File: config.mk
export PLATFORM = sky130hd
export DESIGN_NAME = command_line_tokenizer
export DESIGN_NICKNAME = d
export VERILOG_FILES = /design/src/rtl/clt_pkg.sv /design/src/rtl/clt_ram.sv /design/src/rtl/clt_walk.sv /design/src/rtl/command_line_tokenizer.sv
export SDC_FILE = /design/constraint.sdc
export NUM_CORES = 1
export LEC_CHECK = 0
export BUFFER_PORTS_ARGS = -buffer_cell sky130_fd_sc_hd__buf_2
export CORE_UTILIZATION = 60
export DETAILED_ROUTE_END_ITERATION = 10
export HOLD_SLACK_MARGIN = 0.08
export PLACE_DENSITY_LB_ADDON = 0.1
export SLEW_MARGIN = 10
export SYNTH_ARGS = -nofsm -noshare
export SYNTH_HDL_FRONTEND = slang
export SYNTH_SLANG_ARGS = --single-unit
File: constraint.sdc
create_clock -name clock -period 12.1 [get_ports clock]
set_input_delay 3.025 -clock clock [delete_from_list [all_inputs] [get_ports clock]]
set_output_delay 3.025 -clock clock [all_outputs]
set_load 0.02 [all_outputs]
File: src/rtl/clt_pkg.sv
// shared constants, character classes and field codes of the command line tokenizer
package clt_pkg;

   // control codes
   localparam logic [7:0] CHAR_BS    = 8'd8;
   localparam logic [7:0] CHAR_CR    = 8'd13;
   localparam logic [7:0] CHAR_SPACE = 8'd32;
   localparam logic [7:0] CHAR_DEL   = 8'd127;

   // class bounds
   localparam logic [7:0] CHAR_ZERO  = 8'h30;
   localparam logic [7:0] CHAR_NINE  = 8'h39;
   localparam logic [7:0] CHAR_UPP_A = 8'h41;
   localparam logic [7:0] CHAR_UPP_Z = 8'h5A;
   localparam logic [7:0] CHAR_LOW_A = 8'h61;
   localparam logic [7:0] CHAR_LOW_Z = 8'h7A;

   // result field widths
   localparam int LEN_W   = 7;
   localparam int COUNT_W = 3;
   localparam int INDEX_W = 3;
   localparam int START_W = 7;
   localparam int VALUE_W = 32;

   // rsp_tuser bit positions
   localparam int USER_VALID_BIT   = 0;
   localparam int USER_NUMERIC_BIT = 1;

   // field type codes
   localparam logic FIELD_ALPHA   = 1'b0;
   localparam logic FIELD_NUMERIC = 1'b1;

   function automatic logic is_letter(input logic [7:0] c);
      return ((c >= CHAR_UPP_A) && (c <= CHAR_UPP_Z)) ||
             ((c >= CHAR_LOW_A) && (c <= CHAR_LOW_Z));
   endfunction

   function automatic logic is_digit(input logic [7:0] c);
      return (c >= CHAR_ZERO) && (c <= CHAR_NINE);
   endfunction

endpackage

File: src/rtl/clt_ram.sv
// generic simple dual-port ram with one write port and a registered read port
module clt_ram #(
   parameter int WIDTH = 8,
   parameter int DEPTH = 80
) (
   input  logic                                 clock,
   input  logic                                 wr_en,
   input  logic [(DEPTH > 1 ? $clog2(DEPTH) : 1)-1:0] wr_addr,
   input  logic [WIDTH-1:0]                     wr_data,
   input  logic [(DEPTH > 1 ? $clog2(DEPTH) : 1)-1:0] rd_addr,
   output logic [WIDTH-1:0]                     rd_data
);

   logic [WIDTH-1:0] mem_ff [DEPTH];
   logic [WIDTH-1:0] rd_data_ff;

   always_ff @(posedge clock) begin
      if (wr_en) begin
         mem_ff[wr_addr] <= wr_data;
      end
      rd_data_ff <= mem_ff[rd_addr];
   end

   assign rd_data = rd_data_ff;

endmodule

File: src/rtl/clt_walk.sv
// line walker: scans the stored line, records fields in the field ram and emits result beats
module clt_walk #(
   parameter int LINE_CHARS  = 80,
   parameter int FIELD_LIMIT = 5
) (
   input  logic                                  clock,
   input  logic                                  reset,
   input  logic                                  start,
   input  logic [$clog2(LINE_CHARS+1)-1:0]       start_len,
   output logic [$clog2(LINE_CHARS)-1:0]         line_rd_addr,
   input  logic [7:0]                            line_rd_data,
   output logic                                  walk_done,
   output logic                                  rsp_tvalid,
   input  logic                                  rsp_tready,
   output logic [55:0]                           rsp_tdata,
   output logic [1:0]                            rsp_tuser,
   output logic                                  rsp_tlast
);

   localparam int AW    = $clog2(LINE_CHARS);
   localparam int CW    = $clog2(LINE_CHARS + 1);
   localparam int FW    = FIELD_LIMIT > 1 ? $clog2(FIELD_LIMIT) : 1;
   localparam int NW    = $clog2(FIELD_LIMIT + 1);
   localparam int VW    = clt_pkg::VALUE_W;
   localparam int REC_W = 1 + AW + VW;

   typedef enum logic [2:0] {
      W_IDLE, W_SCAN, W_FLUSH, W_RD, W_LD, W_HOLD
   } walk_state_type;

   walk_state_type state_ff, state_in;

   logic [CW-1:0] len_ff, len_in;
   logic [CW-1:0] rd_ptr_ff, rd_ptr_in;
   logic [AW-1:0] ev_pos_ff, ev_pos_in;
   logic          dv_ff, dv_in;
   logic          alpha_ff, alpha_in;
   logic          digit_ff, digit_in;
   logic          acc_ff, acc_in;
   logic          pend_ff, pend_in;
   logic          type_ff, type_in;
   logic [AW-1:0] start_ff, start_in;
   logic [VW-1:0] val_ff, val_in;
   logic [NW-1:0] found_ff, found_in;
   logic [NW-1:0] k_ff, k_in;

   logic                          rsp_valid_ff, rsp_valid_in;
   logic [clt_pkg::COUNT_W-1:0]   rsp_count_ff, rsp_count_in;
   logic                          rsp_fvalid_ff, rsp_fvalid_in;
   logic [clt_pkg::INDEX_W-1:0]   rsp_index_ff, rsp_index_in;
   logic                          rsp_numeric_ff, rsp_numeric_in;
   logic [clt_pkg::START_W-1:0]   rsp_start_ff, rsp_start_in;
   logic [VW-1:0]                 rsp_value_ff, rsp_value_in;
   logic                          rsp_last_ff, rsp_last_in;

   logic             fr_we;
   logic [FW-1:0]    fr_wa;
   logic [REC_W-1:0] fr_wd;
   logic [REC_W-1:0] fr_rd;
   logic [NW-1:0]    found_m1;

   logic          c_letter, c_digit;
   logic [VW-1:0] c_val, acc_val;
   logic          open_fld, open_type, scan_stop, issue;

   assign c_letter = clt_pkg::is_letter(line_rd_data);
   assign c_digit  = clt_pkg::is_digit(line_rd_data);
   assign c_val    = VW'(line_rd_data[3:0]);
   // times ten plus the new digit, wraps modulo 2^32
   assign acc_val  = (val_ff << 3) + (val_ff << 1) + c_val;
   assign found_m1 = found_ff - NW'(1);

   assign line_rd_addr = rd_ptr_ff[AW-1:0];

   clt_ram #(
      .WIDTH(REC_W),
      .DEPTH(FIELD_LIMIT)
   ) u_field_ram (
      .clock  (clock),
      .wr_en  (fr_we),
      .wr_addr(fr_wa),
      .wr_data(fr_wd),
      .rd_addr(k_ff[FW-1:0]),
      .rd_data(fr_rd)
   );

   always_comb begin
      state_in       = state_ff;
      len_in         = len_ff;
      rd_ptr_in      = rd_ptr_ff;
      ev_pos_in      = ev_pos_ff;
      dv_in          = 1'b0;
      alpha_in       = alpha_ff;
      digit_in       = digit_ff;
      acc_in         = acc_ff;
      pend_in        = pend_ff;
      type_in        = type_ff;
      start_in       = start_ff;
      val_in         = val_ff;
      found_in       = found_ff;
      k_in           = k_ff;
      rsp_valid_in   = rsp_valid_ff;
      rsp_count_in   = rsp_count_ff;
      rsp_fvalid_in  = rsp_fvalid_ff;
      rsp_index_in   = rsp_index_ff;
      rsp_numeric_in = rsp_numeric_ff;
      rsp_start_in   = rsp_start_ff;
      rsp_value_in   = rsp_value_ff;
      rsp_last_in    = rsp_last_ff;
      fr_we          = 1'b0;
      fr_wa          = found_m1[FW-1:0];
      fr_wd          = {type_ff, start_ff, val_ff};
      walk_done      = 1'b0;
      open_fld       = 1'b0;
      open_type      = clt_pkg::FIELD_ALPHA;
      scan_stop      = 1'b0;
      issue          = rd_ptr_ff != len_ff;

      unique case (state_ff)
         W_IDLE: begin
            if (start) begin
               len_in    = start_len;
               rd_ptr_in = '0;
               alpha_in  = 1'b0;
               digit_in  = 1'b0;
               acc_in    = 1'b0;
               pend_in   = 1'b0;
               found_in  = '0;
               state_in  = W_SCAN;
            end
         end
         W_SCAN: begin
            if (dv_ff) begin
               if (found_ff == NW'(FIELD_LIMIT)) begin
                  // table full: only finish the digits of the last numeric field
                  if (acc_ff && c_digit) begin
                     val_in = acc_val;
                  end else begin
                     scan_stop = 1'b1;
                  end
               end else if (c_letter) begin
                  acc_in = 1'b0;
                  if (!alpha_ff) begin
                     alpha_in  = 1'b1;
                     open_fld  = 1'b1;
                     open_type = clt_pkg::FIELD_ALPHA;
                  end
               end else if (c_digit) begin
                  if (!digit_ff) begin
                     digit_in  = 1'b1;
                     open_fld  = 1'b1;
                     open_type = clt_pkg::FIELD_NUMERIC;
                  end else if (acc_ff) begin
                     val_in = acc_val;
                  end
               end else begin
                  alpha_in = 1'b0;
                  digit_in = 1'b0;
                  acc_in   = 1'b0;
               end
            end
            if (open_fld) begin
               // retire the previous field, start collecting the new one
               fr_we    = pend_ff;
               pend_in  = 1'b1;
               type_in  = open_type;
               start_in = ev_pos_ff;
               val_in   = (open_type == clt_pkg::FIELD_NUMERIC) ? c_val : '0;
               acc_in   = open_type == clt_pkg::FIELD_NUMERIC;
               found_in = found_ff + NW'(1);
            end
            if (scan_stop || (!dv_ff && !issue)) begin
               state_in = W_FLUSH;
            end else if (issue) begin
               dv_in     = 1'b1;
               ev_pos_in = rd_ptr_ff[AW-1:0];
               rd_ptr_in = rd_ptr_ff + CW'(1);
            end
         end
         W_FLUSH: begin
            fr_we = pend_ff;
            k_in  = '0;
            if (found_ff == '0) begin
               rsp_valid_in   = 1'b1;
               rsp_count_in   = '0;
               rsp_fvalid_in  = 1'b0;
               rsp_index_in   = '0;
               rsp_numeric_in = 1'b0;
               rsp_start_in   = '0;
               rsp_value_in   = '0;
               rsp_last_in    = 1'b1;
               state_in       = W_HOLD;
            end else begin
               state_in = W_RD;
            end
         end
         W_RD: begin
            state_in = W_LD;
         end
         W_LD: begin
            rsp_valid_in   = 1'b1;
            rsp_count_in   = clt_pkg::COUNT_W'(found_ff);
            rsp_fvalid_in  = 1'b1;
            rsp_index_in   = clt_pkg::INDEX_W'(k_ff);
            rsp_numeric_in = fr_rd[REC_W-1];
            rsp_start_in   = clt_pkg::START_W'(fr_rd[VW +: AW]);
            rsp_value_in   = fr_rd[VW-1:0];
            rsp_last_in    = (k_ff + NW'(1)) == found_ff;
            state_in       = W_HOLD;
         end
         W_HOLD: begin
            if (rsp_tready) begin
               rsp_valid_in = 1'b0;
               if (rsp_last_ff) begin
                  walk_done = 1'b1;
                  state_in  = W_IDLE;
               end else begin
                  k_in     = k_ff + NW'(1);
                  state_in = W_RD;
               end
            end
         end
         default: begin
            state_in = W_IDLE;
         end
      endcase
   end

   always_ff @(posedge clock) begin
      if (reset) begin
         state_ff     <= W_IDLE;
         dv_ff        <= 1'b0;
         rsp_valid_ff <= 1'b0;
      end else begin
         state_ff     <= state_in;
         dv_ff        <= dv_in;
         rsp_valid_ff <= rsp_valid_in;
      end
      len_ff         <= len_in;
      rd_ptr_ff      <= rd_ptr_in;
      ev_pos_ff      <= ev_pos_in;
      alpha_ff       <= alpha_in;
      digit_ff       <= digit_in;
      acc_ff         <= acc_in;
      pend_ff        <= pend_in;
      type_ff        <= type_in;
      start_ff       <= start_in;
      val_ff         <= val_in;
      found_ff       <= found_in;
      k_ff           <= k_in;
      rsp_count_ff   <= rsp_count_in;
      rsp_fvalid_ff  <= rsp_fvalid_in;
      rsp_index_ff   <= rsp_index_in;
      rsp_numeric_ff <= rsp_numeric_in;
      rsp_start_ff   <= rsp_start_in;
      rsp_value_ff   <= rsp_value_in;
      rsp_last_ff    <= rsp_last_in;
   end

   assign rsp_tvalid = rsp_valid_ff;
   assign rsp_tlast  = rsp_last_ff;
   assign rsp_tdata  = {4'b0, rsp_value_ff, rsp_start_ff, rsp_index_ff, rsp_count_ff,
                        clt_pkg::LEN_W'(len_ff)};
   assign rsp_tuser  = {rsp_numeric_ff, rsp_fvalid_ff};

endmodule

File: src/rtl/command_line_tokenizer.sv
// top level of the command line tokenizer: line editor, line ram and walker
//
// Each received character beat edits the line held in the line ram:
// backspace and delete drop the last character, codes from space upwards are
// appended, other control codes are ignored. A carriage return, or the character
// that fills the line to LINE_CHARS, finishes it; from that beat the input stays
// not ready until the last result beat of the line has been taken. The walk reads
// the line ram once per character, pipelined, and stops early once FIELD_LIMIT
// fields are recorded and the last one's digits are done. Each result beat is then
// read back from the field ram through W_RD and W_LD and held in W_HOLD until it
// is taken; a line without fields gives a single result with field_valid low.
module command_line_tokenizer #(
   parameter int LINE_CHARS  = 80,
   parameter int FIELD_LIMIT = 5
) (
   input  logic        clock,
   input  logic        reset,
   input  logic        req_tvalid,
   output logic        req_tready,
   input  logic [7:0]  req_tdata,   // [7:0] rx_char
   output logic        rsp_tvalid,
   input  logic        rsp_tready,
   output logic [55:0] rsp_tdata,   // [6:0] line_length, [9:7] field_count,
                                    // [12:10] field_index, [19:13] field_start,
                                    // [51:20] field_value, [55:52] zero
   output logic [1:0]  rsp_tuser,   // [0] field_valid, [1] field_is_numeric
   output logic        rsp_tlast    // last
);

   localparam int AW = $clog2(LINE_CHARS);
   localparam int CW = $clog2(LINE_CHARS + 1);

   logic [CW-1:0] char_count_ff, char_count_in;
   logic          busy_ff, busy_in;

   logic          accept, is_erase, is_cr, is_print, finish;
   logic [CW-1:0] store_cnt, fin_len;
   logic [AW-1:0] line_rd_addr;
   logic [7:0]    line_rd_data;
   logic          walk_done;

   assign req_tready = !busy_ff;
   assign accept     = req_tvalid && !busy_ff;
   assign is_erase   = (req_tdata == clt_pkg::CHAR_BS) || (req_tdata == clt_pkg::CHAR_DEL);
   assign is_cr      = req_tdata == clt_pkg::CHAR_CR;
   assign is_print   = (req_tdata >= clt_pkg::CHAR_SPACE) && !is_erase;
   assign store_cnt  = char_count_ff + CW'(1);
   assign finish     = accept && (is_cr || (is_print && (store_cnt == CW'(LINE_CHARS))));
   assign fin_len    = is_cr ? char_count_ff : store_cnt;

   always_comb begin
      char_count_in = char_count_ff;
      busy_in       = busy_ff;
      if (finish) begin
         char_count_in = '0;
         busy_in       = 1'b1;
      end else if (accept && is_erase && (char_count_ff != '0)) begin
         char_count_in = char_count_ff - CW'(1);
      end else if (accept && is_print) begin
         char_count_in = store_cnt;
      end
      if (walk_done) begin
         busy_in = 1'b0;
      end
   end

   always_ff @(posedge clock) begin
      if (reset) begin
         char_count_ff <= '0;
         busy_ff       <= 1'b0;
      end else begin
         char_count_ff <= char_count_in;
         busy_ff       <= busy_in;
      end
   end

   clt_ram #(
      .WIDTH(8),
      .DEPTH(LINE_CHARS)
   ) u_line_ram (
      .clock  (clock),
      .wr_en  (accept && is_print),
      .wr_addr(char_count_ff[AW-1:0]),
      .wr_data(req_tdata),
      .rd_addr(line_rd_addr),
      .rd_data(line_rd_data)
   );

   clt_walk #(
      .LINE_CHARS (LINE_CHARS),
      .FIELD_LIMIT(FIELD_LIMIT)
   ) u_walk (
      .clock       (clock),
      .reset       (reset),
      .start       (finish),
      .start_len   (fin_len),
      .line_rd_addr(line_rd_addr),
      .line_rd_data(line_rd_data),
      .walk_done   (walk_done),
      .rsp_tvalid  (rsp_tvalid),
      .rsp_tready  (rsp_tready),
      .rsp_tdata   (rsp_tdata),
      .rsp_tuser   (rsp_tuser),
      .rsp_tlast   (rsp_tlast)
   );

   // no new character while a line's results are out
   a_no_accept_during_rsp: assert property (@(posedge clock) disable iff (reset)
      rsp_tvalid |-> !req_tready)
      else $error("input ready while a result beat is pending");

   // a carriage return always hands the line to the walker
   a_cr_starts_walk: assert property (@(posedge clock) disable iff (reset)
      (req_tvalid && req_tready && (req_tdata == clt_pkg::CHAR_CR)) |=> !req_tready)
      else $error("carriage return did not finish the line");

   // the empty-line result is the only beat of its line
   a_empty_is_last: assert property (@(posedge clock) disable iff (reset)
      (rsp_tvalid && !rsp_tuser[clt_pkg::USER_VALID_BIT]) |-> rsp_tlast)
      else $error("result without a field is not the last beat");

   // a result beat stays until taken
   a_rsp_hold: assert property (@(posedge clock) disable iff (reset)
      (rsp_tvalid && !rsp_tready) |=> (rsp_tvalid && $stable(rsp_tdata) && $stable(rsp_tlast)))
      else $error("result beat changed before it was taken");

endmodule

==> impl_metrics.toml <==
[power]
totalPowerFinal_uw = 7550
vdd_ir_drop_max_mv = 0.123
powerDensity_nw_per_um2 = 165
static-leakage-power_uw = 0.0152

[clocking]
clock_input_transition_at_the_sequential_cells_of_the_worst_setup_and_hold_paths_ns = 0.06
cts_sinks = 1020
ctsLongestPathBuffers = 3
worst_skew_pair.late_latency_ns = 0.65
post_cts.repair.setup_buffers = 0
ctsHoldBuffers = 0
cts_resized = 0
clock_tree_from_tritoncts = "yes"
htree_num_levels = 3
numCtsBuffers = 100
cts-root-buf = "clkbuf_16"

[outcome]
status = "complete, no violations"

[global_routing]
antenna_found_initial = 1
grt_max_degree = 151
grt_pass1_wl_um = 137000
gr-total-overflow = 0
grt_pass1_vias = 21500
global_route_usage_sum_pct = 26.9

[timing]
rsz0062_at_grt = "no"
setup_violations_final = 0
slew_headroom_pct = 20.7
max_freq_mhz = 164
final_hold_viol_count = 0
setup-tns-final_ns = 0
final.period_utilization_pct = 50.4
report.final.slew_viol_count = 0
timing.final.ws_setup_ns = 6.00
fin_worst_hold_slack_ns = 0.416
tightestPinTransition_ns = 1.19
layout_min_cycle_time_ns = 6.10
worst_clock_skew_ns = 0.0203

[run]
cap_viol_max_count = 0

[floorplan]
top_level_ports = 73
die_w_um = 264
fp.dieH_um = 264
initial_core_util_pct = 61.0
dieArea_um2 = 69700
core_area_um2 = 67500
placement_rows = 95

[drt]
drt_first_iter_violations = 2321
vias_per_cell = 6.46
wl_per_cell_um = 27.7
wl_met3_um = 5960
firstDrtPassIters = 6
drcViolationCount = 0
highest_layer = "met5"
route.layer.met1.wl_um = 36600
wl_met2_um = 45400
drtAntennaViolNets = 0
total_via_count_after_detailed_routing = 21300
wl_um = 91400

[synthesis]
yosys_register_bits = 1020
most_used_standard_cells_in_the_synthesized_netlist = "959 x edfxtp_1, 200 x mux4_2, 158 x nor2_1, 79 x nand2_1, 67 x ha_1"
synth-edff-count = 959
postSynth.asyncResetShare_pct = 0
yosys_warnings = 0
synth.lib_cells_used.distinct = 78
yosys.area.top_type = "edfxtp_1"
synth_largest_type_area_fraction_pct = 69.9
synthCells = 2234
synthFlopType = "edfxtp_1"
synth-seq-area-share_pct = 72.8
post_synth_instance_area_um2 = 41200
synthMostInstantiatedCell = "edfxtp_1"
postSynthAreaPerCell_um2 = 18.4
synth.top_cells.by_area = "edfxtp_1 70%, mux4_2 11%, dfxtp_1 3.0%"

[setup_path]
cells_along_the_critical_path = "buf_2 > nor3_1 > nor2b_1 > nand2_1 > nor3b_1 > nand3_1 > nor2_1"
worstSetupStartpoint = "req_tdata[5]"
path_class = "input pin to flip-flop"
worst_ep_arrival_time_ns = 6.38
worst_path_max_delay_cell = "nor3b_1"
worst-path-max-fanout = 30
kind_of_start_point_of_the_critical_path = "input pin"
r2r_start = "u_walk.val_ff[0]$_DFFE_PP_"
crit_path_max_incr_delay_ns = 0.93
crit_required_ns = 12.38
cp-end-kind = "flip-flop"

[placed_design]
dpl_worst_slack_ns = 5.49
place.port_buffers = 68
gp_congestion = 0.908
dpl.hpwl_um = 55500

[cells_and_area]
share_of_cells_above_drive_strength_1_pct = 21.8
nets = 2413
area_delta_synth_final_pct = 11.1

[hold_path]
hold_path_class = "flip-flop to flip-flop"
startpoint_of_the_tightest_hold_check_path = "u_walk.ev_pos_ff[4]$_DFFE_PP_"
[cell usage in the layout, fill, tap and decap left out, types with 8 or more instances in the layout]
master,netlist,routed
a211oi_1,19,19
a21o_1,14,14
a21oi_1,45,43
a221oi_1,8,8
a22o_1,8,8
a22oi_1,11,11
a31oi_1,10,10
and2_1,50,50
buf_2,39,68
buf_4,18,34
bufinv_16,0,13
clkbuf_1,35,12
clkbuf_16,0,102
clkinv_1,2,27
clkinv_2,0,17
dfxtp_1,61,61
edfxtp_1,959,959
ha_1,67,67
inv_1,24,24
mux2_2,49,49
mux2i_1,57,57
mux4_2,200,200
nand2_1,79,79
nand2b_1,15,15
nand3_1,26,26
nand4_1,10,10
nor2_1,158,156
nor2b_1,16,16
nor3_1,36,33
o211ai_1,9,9
o21ai_0,33,33
o21ai_1,11,11
or3_1,9,9
xnor2_1,23,23
xor2_1,16,16
[through the flow]
step                util (%)  cells  cell area [um2]
global route            67.8   3291            45800
global placement        62.8   3103            42400
detailed placement      62.8   3103            42400
floorplan                  -   2237            41200
finish                  67.8   3293            45800
CTS                     67.8   3291            45800
[report_power, final]
part | internal [uW] | leakage, uW | switching, uW
combinational | 199 | 0.00438 | 308
sequential | 3870 | 0.00923 | 29.0
clock | 1840 | 0.00163 | 1300
[critical path, delay by kind of cell]
family | cells | cell delay (ns)
buffers and inverters | 1 | 0.49
and+or+nand+nor | 6 | 2.83
[layout make-up]
cell class | instances | area, um2
multi-input cells | 1080 | 10600
clock buffers | 117 | 2640
flip-flops and latches | 1020 | 30000
fillers | 4408 | 21700
well taps | 873 | 1090
diodes | 2 | 5.00
clock inverters | 71 | 708
repair buffers | 104 | 636
inverters | 26 | 97.6
[final timing paths]
kind                                                           end  depth (start not counted)  slack (ns)
worst max-delay path            u_line_ram.mem_ff[60][2]$_DFFE_PP_                          7        6.00
worst min-delay path                  u_walk.start_ff[4]$_DFFE_PP_                          0        0.42
worst max register to register     u_walk.val_ff[25]$_SDFFCE_PN0P_                          8        8.31
worst min register to register        u_walk.start_ff[4]$_DFFE_PP_                          0        0.42
[sequential cells by signal, indices dropped and copies added (netlist names), 3 cells and up]
register / cells
u_walk.u_field_ram.mem_ff: 200
u_walk.k_ff: 3
u_walk.rsp_value_ff: 32
u_walk.found_ff: 3
u_walk.rsp_start_ff: 7
u_walk.start_ff: 7
u_walk.u_field_ram.rd_data: 40
u_walk.val_ff: 32
u_walk.rsp_count_ff: 3
char_count_ff: 7
u_walk.rsp_index_ff: 3
u_line_ram.rd_data: 8
u_walk.len_ff: 7
u_walk.line_rd_addr: 7
u_walk.ev_pos_ff: 7
u_line_ram.mem_ff: 640
u_walk.state_ff: 3
[cell families after synthesis]
kind of cell,share of synthesized area (%)
and+or+nand+nor,5.24
AOI/OAI and AO/OA,3.65
xor gates and xnor gates,0.829
DFF,72.8
muxes,13.7
adders and majority gates,2.13
other,0.00910
buffers and inverters,1.66
[routing by layer]
layer | global-route usage (%) | up-vias
met5 | 0 | -
met3 | 4.19 | 203
met2 | 44.0 | 970
li1 | - | 9158
met4 | 10.2 | 2
met1 | 36.8 | 10900
Power figures use the tool's default switching activity.
